## config.mk

```make
export PLATFORM = sky130hd
export DESIGN_NAME = stream_find_replace
export DESIGN_NICKNAME = d
export VERILOG_FILES = /design/src/rtl/sfr_pkg.sv /design/src/rtl/stream_find_replace.sv /design/src/rtl/sfr_csr.sv /design/src/rtl/sfr_front.sv /design/src/rtl/sfr_queue.sv /design/src/rtl/sfr_back.sv
export SDC_FILE = /design/constraint.sdc
export NUM_CORES = 1
export LEC_CHECK = 0
export BUFFER_PORTS_ARGS = -buffer_cell sky130_fd_sc_hd__buf_2
export CAP_MARGIN = 10
export CORE_MARGIN = 3
export CORE_UTILIZATION = 48
export CTS_CLUSTER_DIAMETER = 100
export DETAILED_ROUTE_END_ITERATION = 16
export SKIP_LAST_GASP = 1
export SYNTH_ARGS = -nofsm -noshare
export SYNTH_HDL_FRONTEND = slang
export SYNTH_SLANG_ARGS = --single-unit
```

## constraint.sdc

```tcl
create_clock -name clock -period 14.76 [get_ports clock]
set_input_delay 1.476 -clock clock [delete_from_list [all_inputs] [get_ports clock]]
set_output_delay 1.476 -clock clock [all_outputs]
set_load 0.005 [all_outputs]
```

## src/rtl/sfr_pkg.sv

```systemverilog
// ----------------------------------------------------------------------------
// sfr_pkg: shared definitions for the stream find-and-replace block
// Register indexes, configuration widths, the configuration bundle and the
// default sizes handed to the top level.
// ----------------------------------------------------------------------------
package sfr_pkg;

   // Default pattern and replacement capacity in bytes
   localparam int PATTERN_MAX_DEF     = 8;
   localparam int REPLACEMENT_MAX_DEF = 8;

   // Commands held between front and back
   localparam int QUEUE_DEPTH = 4;

   // Configuration port geometry
   localparam int CSR_INDEX_W = 3;
   localparam int CSR_DATA_W  = 64;
   localparam int LEN_W       = 4;

   // Register indexes
   localparam logic [CSR_INDEX_W-1:0] CSR_PATTERN_BYTES      = 3'd0;
   localparam logic [CSR_INDEX_W-1:0] CSR_PATTERN_LENGTH     = 3'd1;
   localparam logic [CSR_INDEX_W-1:0] CSR_REPLACEMENT_BYTES  = 3'd2;
   localparam logic [CSR_INDEX_W-1:0] CSR_REPLACEMENT_LENGTH = 3'd3;
   localparam logic [CSR_INDEX_W-1:0] CSR_MATCH_CASE         = 3'd4;

   // Configuration as seen by the datapath
   typedef struct packed {
      logic [CSR_DATA_W-1:0] pattern_bytes;
      logic [LEN_W-1:0]      pattern_length;
      logic [CSR_DATA_W-1:0] replacement_bytes;
      logic [LEN_W-1:0]      replacement_length;
      logic                  match_case;
   } cfg_type;

endpackage

```

## src/rtl/stream_find_replace.sv

```systemverilog
// ----------------------------------------------------------------------------
// stream_find_replace: streaming find-and-replace over a byte stream
// Replaces each non-overlapping occurrence of a configured pattern by a
// configured replacement, holding partial matches and flushing at end of stream.
// ----------------------------------------------------------------------------
// One request byte is taken per clock while req_full is low. The match
// tracker handles it in the cycle it is accepted and hands a command of 1 to
// max(PATTERN_MAX, REPLACEMENT_MAX) bytes to a QUEUE_DEPTH-entry command queue;
// a request that gives no result hands nothing. The output sequencer then
// sends one result per clock from that queue while its output is empty or
// popped. The stream therefore runs at one byte per clock only while each
// request yields at most one result, and bursts from completed matches or
// flushes fill the queue until req_full rises.
// A result is registered in the command queue, then in the output register.
// Configuration is written through csr_write_en, csr_index and csr_wdata;
// write only while no request is in flight. Held bytes need no clearing.
// ----------------------------------------------------------------------------
module stream_find_replace #(
   parameter int PATTERN_MAX     = sfr_pkg::PATTERN_MAX_DEF,
   parameter int REPLACEMENT_MAX = sfr_pkg::REPLACEMENT_MAX_DEF
) (
   input  logic                            clock,
   input  logic                            reset,
   input  logic                            csr_write_en,
   input  logic [sfr_pkg::CSR_INDEX_W-1:0] csr_index,
   input  logic [sfr_pkg::CSR_DATA_W-1:0]  csr_wdata,
   input  logic                            req_push,
   output logic                            req_full,
   input  logic [7:0]                      req_in_byte,
   input  logic                            req_end_of_stream,
   output logic                            rsp_empty,
   input  logic                            rsp_pop,
   output logic [7:0]                      rsp_out_byte,
   output logic                            rsp_from_replacement,
   output logic                            rsp_last_of_run
);
   import sfr_pkg::*;

   localparam int CMD_LANES = (PATTERN_MAX > REPLACEMENT_MAX) ?
                              PATTERN_MAX : REPLACEMENT_MAX;
   localparam int CNT_W     = $clog2(CMD_LANES + 1);
   localparam int CMD_W     = 1 + CNT_W + 8 * CMD_LANES;

   cfg_type                cfg;
   logic                   q_full;
   logic                   cmd_push;
   logic                   cmd_rep;
   logic [CNT_W-1:0]       cmd_count;
   logic [8*CMD_LANES-1:0] cmd_data;
   logic                   head_valid;
   logic [CMD_W-1:0]       head_word;
   logic                   deq;

   sfr_csr u_csr (
      .clock        (clock),
      .reset        (reset),
      .csr_write_en (csr_write_en),
      .csr_index    (csr_index),
      .csr_wdata    (csr_wdata),
      .cfg          (cfg)
   );

   sfr_front #(
      .PATTERN_MAX     (PATTERN_MAX),
      .REPLACEMENT_MAX (REPLACEMENT_MAX),
      .CMD_LANES       (CMD_LANES),
      .CNT_W           (CNT_W)
   ) u_front (
      .clock             (clock),
      .reset             (reset),
      .cfg               (cfg),
      .req_push          (req_push),
      .req_in_byte       (req_in_byte),
      .req_end_of_stream (req_end_of_stream),
      .q_full            (q_full),
      .cmd_push          (cmd_push),
      .cmd_rep           (cmd_rep),
      .cmd_count         (cmd_count),
      .cmd_data          (cmd_data)
   );

   sfr_queue #(
      .WIDTH (CMD_W),
      .DEPTH (QUEUE_DEPTH)
   ) u_queue (
      .clock      (clock),
      .reset      (reset),
      .push       (cmd_push),
      .push_data  ({cmd_rep, cmd_count, cmd_data}),
      .full       (q_full),
      .pop        (deq),
      .head_valid (head_valid),
      .head_data  (head_word)
   );

   sfr_back #(
      .CMD_LANES (CMD_LANES),
      .CNT_W     (CNT_W)
   ) u_back (
      .clock                (clock),
      .reset                (reset),
      .head_valid           (head_valid),
      .head_rep             (head_word[CMD_W-1]),
      .head_count           (head_word[CMD_W-2 -: CNT_W]),
      .head_data            (head_word[8*CMD_LANES-1:0]),
      .deq                  (deq),
      .rsp_empty            (rsp_empty),
      .rsp_pop              (rsp_pop),
      .rsp_out_byte         (rsp_out_byte),
      .rsp_from_replacement (rsp_from_replacement),
      .rsp_last_of_run      (rsp_last_of_run)
   );

   assign req_full = q_full;

endmodule

```

## src/rtl/sfr_csr.sv

```systemverilog
// ----------------------------------------------------------------------------
// sfr_csr: configuration registers
// Holds pattern, replacement, their lengths and the case-match switch.
// Writes to indexes beyond the register list are ignored.
// ----------------------------------------------------------------------------
module sfr_csr (
   input  logic                            clock,
   input  logic                            reset,
   input  logic                            csr_write_en,
   input  logic [sfr_pkg::CSR_INDEX_W-1:0] csr_index,
   input  logic [sfr_pkg::CSR_DATA_W-1:0]  csr_wdata,
   output sfr_pkg::cfg_type                cfg
);
   import sfr_pkg::*;

   cfg_type cfg_ff;
   cfg_type cfg_in;

   // Decode the write
   always_comb begin
      cfg_in = cfg_ff;
      if (csr_write_en) begin
         unique case (csr_index)
            CSR_PATTERN_BYTES:      cfg_in.pattern_bytes      = csr_wdata;
            CSR_PATTERN_LENGTH:     cfg_in.pattern_length     = csr_wdata[LEN_W-1:0];
            CSR_REPLACEMENT_BYTES:  cfg_in.replacement_bytes  = csr_wdata;
            CSR_REPLACEMENT_LENGTH: cfg_in.replacement_length = csr_wdata[LEN_W-1:0];
            CSR_MATCH_CASE:         cfg_in.match_case         = csr_wdata[0];
            default:                cfg_in = cfg_ff;
         endcase
      end
   end

   // Hold the registers
   always_ff @(posedge clock) begin
      if (reset) begin
         cfg_ff.pattern_bytes      <= '0;
         cfg_ff.pattern_length     <= LEN_W'(1);
         cfg_ff.replacement_bytes  <= '0;
         cfg_ff.replacement_length <= '0;
         cfg_ff.match_case         <= 1'b0;
      end else begin
         cfg_ff <= cfg_in;
      end
   end

   assign cfg = cfg_ff;

endmodule

```

## src/rtl/sfr_front.sv

```systemverilog
// ----------------------------------------------------------------------------
// sfr_front: match tracker
// Compares each request byte against the pattern, keeps the partial match
// and turns each request into at most one output command: a list of bytes with a
// count and a replacement flag. Requests that give no output push nothing.
// ----------------------------------------------------------------------------
module sfr_front #(
   parameter int PATTERN_MAX     = sfr_pkg::PATTERN_MAX_DEF,
   parameter int REPLACEMENT_MAX = sfr_pkg::REPLACEMENT_MAX_DEF,
   parameter int CMD_LANES       = (PATTERN_MAX > REPLACEMENT_MAX) ?
                                   PATTERN_MAX : REPLACEMENT_MAX,
   parameter int CNT_W           = $clog2(CMD_LANES + 1)
) (
   input  logic                   clock,
   input  logic                   reset,
   input  sfr_pkg::cfg_type       cfg,
   input  logic                   req_push,
   input  logic [7:0]             req_in_byte,
   input  logic                   req_end_of_stream,
   input  logic                   q_full,
   output logic                   cmd_push,
   output logic                   cmd_rep,
   output logic [CNT_W-1:0]       cmd_count,
   output logic [8*CMD_LANES-1:0] cmd_data
);
   import sfr_pkg::*;

   localparam int MC_W   = (PATTERN_MAX > 1) ? $clog2(PATTERN_MAX) : 1;
   localparam int HELD_N = (PATTERN_MAX > 1) ? PATTERN_MAX - 1 : 1;

   logic [MC_W-1:0] mc_ff;
   logic [MC_W-1:0] mc_in;
   logic [7:0]      held_ff [HELD_N];

   logic             accept;
   logic [LEN_W-1:0] plen;
   logic [LEN_W-1:0] rlen;
   logic [MC_W+2:0]  pb_sel;
   logic [7:0]       pb;
   logic             same;
   logic             complete;
   logic             hold_byte;
   logic [8*CMD_LANES-1:0] pass_data;

   function automatic logic [7:0] fold_case(input logic [7:0] c);
      if (c >= 8'h41 && c <= 8'h5A) return c + 8'd32;
      return c;
   endfunction

   assign accept = req_push && !q_full;

   // Clamp the lengths to what the hardware holds
   always_comb begin
      if (cfg.pattern_length == '0)
         plen = LEN_W'(1);
      else if (cfg.pattern_length > LEN_W'(PATTERN_MAX))
         plen = LEN_W'(PATTERN_MAX);
      else
         plen = cfg.pattern_length;
      if (cfg.replacement_length > LEN_W'(REPLACEMENT_MAX))
         rlen = LEN_W'(REPLACEMENT_MAX);
      else
         rlen = cfg.replacement_length;
   end

   // Compare against the next pattern byte
   assign pb_sel    = {mc_ff, 3'b000};
   assign pb        = cfg.pattern_bytes[pb_sel +: 8];
   assign same      = cfg.match_case ? (req_in_byte == pb)
                                     : (fold_case(req_in_byte) == fold_case(pb));
   assign complete  = (LEN_W'(mc_ff) + LEN_W'(1)) >= plen;
   assign hold_byte = same && !complete;

   // Pass-through lanes: held bytes below the match count, then this byte
   for (genvar k = 0; k < CMD_LANES; k++) begin : g_lane
      if (k < HELD_N) begin : g_held
         assign pass_data[8*k +: 8] = (MC_W'(k) < mc_ff) ? held_ff[k] : req_in_byte;
      end else begin : g_byte
         assign pass_data[8*k +: 8] = req_in_byte;
      end
   end

   // Build the command
   always_comb begin
      cmd_rep   = 1'b0;
      cmd_count = CNT_W'(mc_ff) + CNT_W'(1);
      cmd_data  = pass_data;
      cmd_push  = 1'b0;
      if (same && complete) begin
         cmd_rep   = 1'b1;
         cmd_count = CNT_W'(rlen);
         cmd_data  = (8*CMD_LANES)'(cfg.replacement_bytes);
         cmd_push  = accept && (rlen != '0);
      end else if (!same || req_end_of_stream) begin
         cmd_push = accept;
      end
   end

   // Advance the match count
   always_comb begin
      mc_in = mc_ff;
      if (accept) begin
         if (hold_byte && !req_end_of_stream)
            mc_in = mc_ff + MC_W'(1);
         else
            mc_in = '0;
      end
   end

   always_ff @(posedge clock) begin
      if (reset) begin
         mc_ff <= '0;
      end else begin
         mc_ff <= mc_in;
      end
   end

   // Store the byte of a partial match
   always_ff @(posedge clock) begin
      for (int k = 0; k < HELD_N; k++) begin
         if (accept && hold_byte && mc_ff == MC_W'(k))
            held_ff[k] <= req_in_byte;
      end
   end

   a_cmd_nonempty: assert property (@(posedge clock) disable iff (reset)
      cmd_push |-> (cmd_count != '0))
      else $error("front pushed a command with no bytes");

endmodule

```

## src/rtl/sfr_queue.sv

```systemverilog
// ----------------------------------------------------------------------------
// sfr_queue: command queue
// Short register queue between the match tracker and the output sequencer.
// ----------------------------------------------------------------------------
module sfr_queue #(
   parameter int WIDTH = 8,
   parameter int DEPTH = sfr_pkg::QUEUE_DEPTH
) (
   input  logic             clock,
   input  logic             reset,
   input  logic             push,
   input  logic [WIDTH-1:0] push_data,
   output logic             full,
   input  logic             pop,
   output logic             head_valid,
   output logic [WIDTH-1:0] head_data
);
   import sfr_pkg::*;

   localparam int PTR_W = (DEPTH > 1) ? $clog2(DEPTH) : 1;
   localparam int CNT_W = $clog2(DEPTH + 1);

   logic [WIDTH-1:0] mem_ff [DEPTH];
   logic [PTR_W-1:0] wr_ptr_ff, wr_ptr_in;
   logic [PTR_W-1:0] rd_ptr_ff, rd_ptr_in;
   logic [CNT_W-1:0] count_ff, count_in;
   logic             do_pop;

   assign full       = (count_ff == CNT_W'(DEPTH));
   assign head_valid = (count_ff != '0);
   assign head_data  = mem_ff[rd_ptr_ff];
   assign do_pop     = pop && head_valid;

   // Advance pointers and count
   always_comb begin
      wr_ptr_in = wr_ptr_ff;
      rd_ptr_in = rd_ptr_ff;
      count_in  = count_ff;
      if (push)
         wr_ptr_in = (wr_ptr_ff == PTR_W'(DEPTH - 1)) ? '0 : wr_ptr_ff + PTR_W'(1);
      if (do_pop)
         rd_ptr_in = (rd_ptr_ff == PTR_W'(DEPTH - 1)) ? '0 : rd_ptr_ff + PTR_W'(1);
      if (push && !do_pop)
         count_in = count_ff + CNT_W'(1);
      else if (!push && do_pop)
         count_in = count_ff - CNT_W'(1);
   end

   always_ff @(posedge clock) begin
      if (reset) begin
         wr_ptr_ff <= '0;
         rd_ptr_ff <= '0;
         count_ff  <= '0;
      end else begin
         wr_ptr_ff <= wr_ptr_in;
         rd_ptr_ff <= rd_ptr_in;
         count_ff  <= count_in;
      end
   end

   // Store the pushed command
   always_ff @(posedge clock) begin
      if (push)
         mem_ff[wr_ptr_ff] <= push_data;
   end

   a_no_push_full: assert property (@(posedge clock) disable iff (reset)
      push |-> !full)
      else $error("command pushed into a full queue");

   a_count_bound: assert property (@(posedge clock) disable iff (reset)
      count_ff <= CNT_W'(DEPTH))
      else $error("queue count beyond depth");

endmodule

```

## src/rtl/sfr_back.sv

```systemverilog
// ----------------------------------------------------------------------------
// sfr_back: output sequencer
// Walks the head command byte by byte into the output register and drops
// the command after its last byte, marking that byte as the end of the run.
// ----------------------------------------------------------------------------
module sfr_back #(
   parameter int CMD_LANES = sfr_pkg::PATTERN_MAX_DEF,
   parameter int CNT_W     = $clog2(CMD_LANES + 1)
) (
   input  logic                   clock,
   input  logic                   reset,
   input  logic                   head_valid,
   input  logic                   head_rep,
   input  logic [CNT_W-1:0]       head_count,
   input  logic [8*CMD_LANES-1:0] head_data,
   output logic                   deq,
   output logic                   rsp_empty,
   input  logic                   rsp_pop,
   output logic [7:0]             rsp_out_byte,
   output logic                   rsp_from_replacement,
   output logic                   rsp_last_of_run
);
   import sfr_pkg::*;

   localparam int LANE_W = (CMD_LANES > 1) ? $clog2(CMD_LANES) : 1;

   logic [LANE_W-1:0] idx_ff, idx_in;
   logic              valid_ff, valid_in;
   logic [7:0]        byte_ff;
   logic              rep_ff;
   logic              last_ff;
   logic              load;
   logic              is_last;
   logic [LANE_W+2:0] sel;

   assign load    = head_valid && (!valid_ff || rsp_pop);
   assign is_last = (CNT_W'(idx_ff) + CNT_W'(1)) == head_count;
   assign deq     = load && is_last;
   assign sel     = {idx_ff, 3'b000};

   // Step through the head command
   always_comb begin
      idx_in   = idx_ff;
      valid_in = valid_ff;
      if (rsp_pop)
         valid_in = 1'b0;
      if (load) begin
         valid_in = 1'b1;
         idx_in   = is_last ? '0 : idx_ff + LANE_W'(1);
      end
   end

   always_ff @(posedge clock) begin
      if (reset) begin
         idx_ff   <= '0;
         valid_ff <= 1'b0;
      end else begin
         idx_ff   <= idx_in;
         valid_ff <= valid_in;
      end
   end

   // Load the output register
   always_ff @(posedge clock) begin
      if (load) begin
         byte_ff <= head_data[sel +: 8];
         rep_ff  <= head_rep;
         last_ff <= is_last;
      end
   end

   assign rsp_empty            = !valid_ff;
   assign rsp_out_byte         = byte_ff;
   assign rsp_from_replacement = rep_ff;
   assign rsp_last_of_run      = last_ff;

   a_mid_cmd_head: assert property (@(posedge clock) disable iff (reset)
      (idx_ff != '0) |-> head_valid)
      else $error("sequencer mid-command with no command at head");

   a_idx_in_range: assert property (@(posedge clock) disable iff (reset)
      (idx_ff != '0) |-> (CNT_W'(idx_ff) < head_count))
      else $error("sequencer index past command length");

endmodule

```

==> summary.md <==
| Metric | Value |
|---|---|
| Delay of the slowest cell on the worst path | 0.63 ns |
| End of the worst register-to-register path | u_queue.mem_ff[2][10] |
| Hold Fails Final Rpt | 0 |
| Total of buffers placed on input and output ports | 92 |
| Count of pins over their slew limit | 0 |
| CORE AREA | 42230 sq um |
| Path category of the worst min-delay check | register to register |
| Total Negative Setup Slacks | 0 ns |
| Worst slew margin relative to its limit | 0.2498 |
| Floorplan die area | 45510 sq um |
| Sequential fraction of the synthesis area | 0.6462 |
| Total via count after detailed routing | 12140 |
| Number of global-route vias before repair | 11920 |
| Sink count of the clock tree | 495 |
| Post-CTS sizing | 0 |
| Reg-to-reg startpoint | u_front.mc_ff[1] |
| XOR/XNOR share of the synthesized area | 0.009278 |
| Simple-gate portion of the synthesized area | 0.07659 |
| Post-synth net total | 1543 |
| Library cell used as clock root buffer | sky130_fd_sc_hd__clkbuf_16 |
| Run status | finished clean |
| Synthesis Warnings | 0 |
| Number of post-CTS setup repair buffers | 0 |
| Area Growth Syn to Fin | 13.02% |
| Initial drt markers | 998 |
| Class of the most critical setup path | register to register |
| Synthesized area per cell | 14.28 sq um |
| Maximum number of pins on one net before global-route repair | 79 |
| Largest fanout on the critical path | 36 |
| Hold-critical path endpoint | u_csr.cfg[48] |
| Share of layout cells above drive strength 1 | 0.2746 |
| Setup violators final | 0 |
| Clock latency on the worst-skew pair | 0.58 ns |
| Floorplan die width | 213.3 um |
| Fraction of synthesis flops using an asynchronous set or reset pin | 0 |
| Die Height | 213.3 um |
| Router iterations before antenna repair | 5 |
| Depth of the most critical reg-to-reg path | 11 |
| Cell count of the worst hold path | 2 |
| Number of flip-flops and latches in the synthesized netlist | 495 |
| Startpoint of the tightest hold check path | u_csr.cfg[48] |
| Maximum clock insertion buffer count | 3 |
| Total Wirelength | 52580 um |
| Post-layout nets | 1618 |
| Clock slew at reported path FFs | 0.06 ns |
| Fraction of the mapped netlist area in compound gates | 0.05276 |
| Placer congestion estimate | 0.8411 |
| # IOs | 93 |
| Number of enable flip-flop cells after synthesis | 342 |
| Crit path DAT | 5.28 ns |
| Largest family of logic cells by synthesized area | multiplexers |
| Static leakage | 7.793 nW |
| Peak supply drop | 0.00009318 V |
| Num CTS Buffers | 50 |
| Top flip-flop cell by instance count after synthesis | sky130_fd_sc_hd__edfxtp_1 |
| Slowest cell on the critical path | sky130_fd_sc_hd__dfxtp_1 |
| Final routed wire length divided by cell count | 25.03 um |
| Number of library cell types mapped by synthesis | 66 |
| Adder-Cell Fraction of Synth Area | 0.01067 |
| CTS Hold Bufs | 0 |
| Antenna violations before repair | 3 |
| Number of vias per cell | 5.779 |
| Worst Clk Skew | 0.01087 ns |
| Setup crit end kind | register |
| Chain of cells forming the critical path | buf_4, mux4_2, and2_1, a21oi_1, nor2_1, o211a_1, o41a_1, xor2_2, a31oi_2, and2_4, buf_4 |
| Final worst path period need | 5.071 ns |
| Multiplexer fraction of the synthesized cell area | 0.1819 |
| Sequential cell area | 13340 sq um |
| Sum of overflow across all layers after global routing | 0 |
| Area of the multi-input gates | 6870 sq um |
| Std-Cell Rows | 75 |
| Count of inserted antenna diode cells | 0 |
| Post-DP HPWL | 35260 um |
| Overall routing resource usage | 0.2352 |
| Clock tree from TritonCTS | built |
| Wire length of the first global-routing pass | 77790 um |
| Power density of the placed cells | 150.4 nW/um^2 |
| Fillers | 3477 |
| Number of max-capacitance violations reported | 0 |
| Antenna-violating nets left | 0 |
| Upper clock frequency limit | 0.1972 GHz |
| Register-to-register path setup slack | 9.69 ns |
| Post-layout util | 0.5522 |
| Period utilisation layout | 0.3436 |
| Library cell appearing most often on the critical path | sky130_fd_sc_hd__buf_4 |
| RSZ-0062 raised after global routing | false |
| Critical path launch point type | register |
| Residual DRC count | 0 |
| Count of H-tree levels built during CTS | 2 |
| Measured slew at the worst slew-check pin | 1.122 ns |
| Gate count of the mapped netlist | 1445 |
| Summed instance area of the synthesized netlist | 20630 sq um |
| Required time worst endpoint | 14.97 ns |
| Initial core utilization | 0.4886 |
[synthesized netlist by cell type, types with 4 or more instances]
cell	number	area share
sky130_fd_sc_hd__edfxtp_1	342	0.50
sky130_fd_sc_hd__nor3_1	7	0.0017
sky130_fd_sc_hd__and3_1	7	0.0021
sky130_fd_sc_hd__dfxtp_1	153	0.15
sky130_fd_sc_hd__ha_1	16	0.0097
sky130_fd_sc_hd__a31oi_1	5	0.0015
sky130_fd_sc_hd__mux2_2	124	0.068
sky130_fd_sc_hd__mux2i_1	21	0.010
sky130_fd_sc_hd__mux4_2	89	0.097
sky130_fd_sc_hd__o21ai_0	6	0.0015
sky130_fd_sc_hd__nor2_1	36	0.0065
sky130_fd_sc_hd__clkbuf_1	67	0.012
sky130_fd_sc_hd__nor2b_1	7	0.0021
sky130_fd_sc_hd__nor3b_1	4	0.0015
sky130_fd_sc_hd__and2_1	9	0.0027
sky130_fd_sc_hd__nand3_1	6	0.0015
sky130_fd_sc_hd__a221oi_1	4	0.0017
sky130_fd_sc_hd__mux2_4	8	0.0058
sky130_fd_sc_hd__buf_2	6	0.0015
sky130_fd_sc_hd__a21oi_1	140	0.034
sky130_fd_sc_hd__nand2_1	272	0.049
sky130_fd_sc_hd__buf_4	5	0.0018
sky130_fd_sc_hd__xor2_1	8	0.0034
sky130_fd_sc_hd__nor4bb_1	5	0.0024
sky130_fd_sc_hd__xnor2_1	12	0.0051
sky130_fd_sc_hd__inv_1	20	0.0036
sky130_fd_sc_hd__buf_1	10	0.0018
[through the flow]
| stage | total power [mW] | cells | setup slack, ns | cell area [sq um] | hold slack (ns) |
|---|---|---|---|---|---|
| after floorplan | 2.035 | 1445 | 9.416 | 20630 | 0.4312 |
| after global placement | 2.216 | 2007 | 9.417 | 21590 | 0.4411 |
| after detailed placement | 2.227 | 2007 | 9.470 | 21590 | 0.4451 |
| after CTS | 3.545 | 2101 | 9.683 | 23320 | 0.4536 |
| after global routing | 3.641 | 2101 | 9.454 | 23320 | 0.4782 |
| final | 3.508 | 2101 | 9.689 | 23320 | 0.4539 |
[critical path: cells and delay by family, from the launching register on]
kind	cells	cell delay [ns]
compound gates	4	1.51
xor+xnor	1	0.18
buf+inv	2	0.93
flops	1	0.63
mux	1	0.52
simple gates	3	0.86
[metal layers]
metal | up-vias | routed length (um) | part of all wire | global-route usage
met2 | 397 | 24100 | 0.46 | 0.3612
li1 | 5533 | - | - | -
met4 | 2 | 1607 | 0.031 | 0.07657
met1 | 6123 | 23640 | 0.45 | 0.3495
met3 | 86 | 3224 | 0.061 | 0.03482
met5 | - | 11 | 0.00021 | 0
[registers in the layout (all words and copies together), names as in the netlist, named ones only]
signal,flops
u_back.idx_ff,3
u_back.rsp_from_replacement,1
u_back.rsp_last_of_run,1
u_back.rsp_out_byte,8
u_back.valid_ff,1
u_csr.cfg,137
u_front.held_ff,56
u_front.mc_ff,3
u_queue.count_ff,3
u_queue.mem_ff,276
u_queue.rd_ptr_ff,2
u_queue.wr_ptr_ff,2
[cell type report]
class,instances,share of cell area
flip-flops and latches,495,0.5720
multi-input cells,839,0.2946
clock buffers,64,0.05865
well taps,539,0.02892
repair buffers,114,0.02694
clock inverters,30,0.01561
inverters,20,0.003219
[cell usage in the layout, fill, tap and decap left out, types with 6 or more instances in the layout]
cell type                   Yosys  layout
sky130_fd_sc_hd__nor2b_1        7       7
sky130_fd_sc_hd__inv_1         20      20
sky130_fd_sc_hd__xor2_1         8       8
sky130_fd_sc_hd__buf_2          6      91
sky130_fd_sc_hd__dfxtp_1      153     150
sky130_fd_sc_hd__mux2_2       124     124
sky130_fd_sc_hd__nand2_1      272     271
sky130_fd_sc_hd__nor2_1        36      35
sky130_fd_sc_hd__clkinv_1       0      13
sky130_fd_sc_hd__clkbuf_1      67      11
sky130_fd_sc_hd__bufinv_16      0       9
sky130_fd_sc_hd__mux2_4         8       8
sky130_fd_sc_hd__mux4_2        89      89
sky130_fd_sc_hd__ha_1          16      16
sky130_fd_sc_hd__and3_1         7       7
sky130_fd_sc_hd__buf_4          5      23
sky130_fd_sc_hd__nor3_1         7       6
sky130_fd_sc_hd__edfxtp_1     342     342
sky130_fd_sc_hd__a21oi_1      140     139
sky130_fd_sc_hd__clkbuf_16      0      53
sky130_fd_sc_hd__xnor2_1       12      12
sky130_fd_sc_hd__nand3_1        6       6
sky130_fd_sc_hd__mux2i_1       21      21
sky130_fd_sc_hd__clkinv_2       0       6
[kinds of logic (layout without fill, tap and decap cells)]
kind of cell,count (synthesis),in the layout
xor+xnor,21,21
buf+inv,111,228
mux,244,244
compound gates,186,186
simple gates,371,371
fa+ha+maj,17,17
flops,495,495
[worst max path at each step]
stage                           startpoint               endpoint  slack [ns]
final                     u_front.mc_ff[1]  u_queue.mem_ff[2][10]        9.69
after global routing      u_front.mc_ff[1]  u_queue.mem_ff[3][62]        9.45
after CTS                 u_front.mc_ff[1]  u_queue.mem_ff[3][62]        9.68
after detailed placement    req_in_byte[5]  u_queue.mem_ff[3][38]        9.47
after global placement      req_in_byte[1]  u_queue.mem_ff[1][54]        9.42
after floorplan             req_in_byte[1]   u_queue.mem_ff[0][0]        9.42
[where the power goes]
part / internal [mW] / switching [mW]
logic: 0.238 / 0.267
registers: 1.62 / 0.0588
clock network: 0.810 / 0.517
Note: power is estimated with default switching activity, not from simulation.
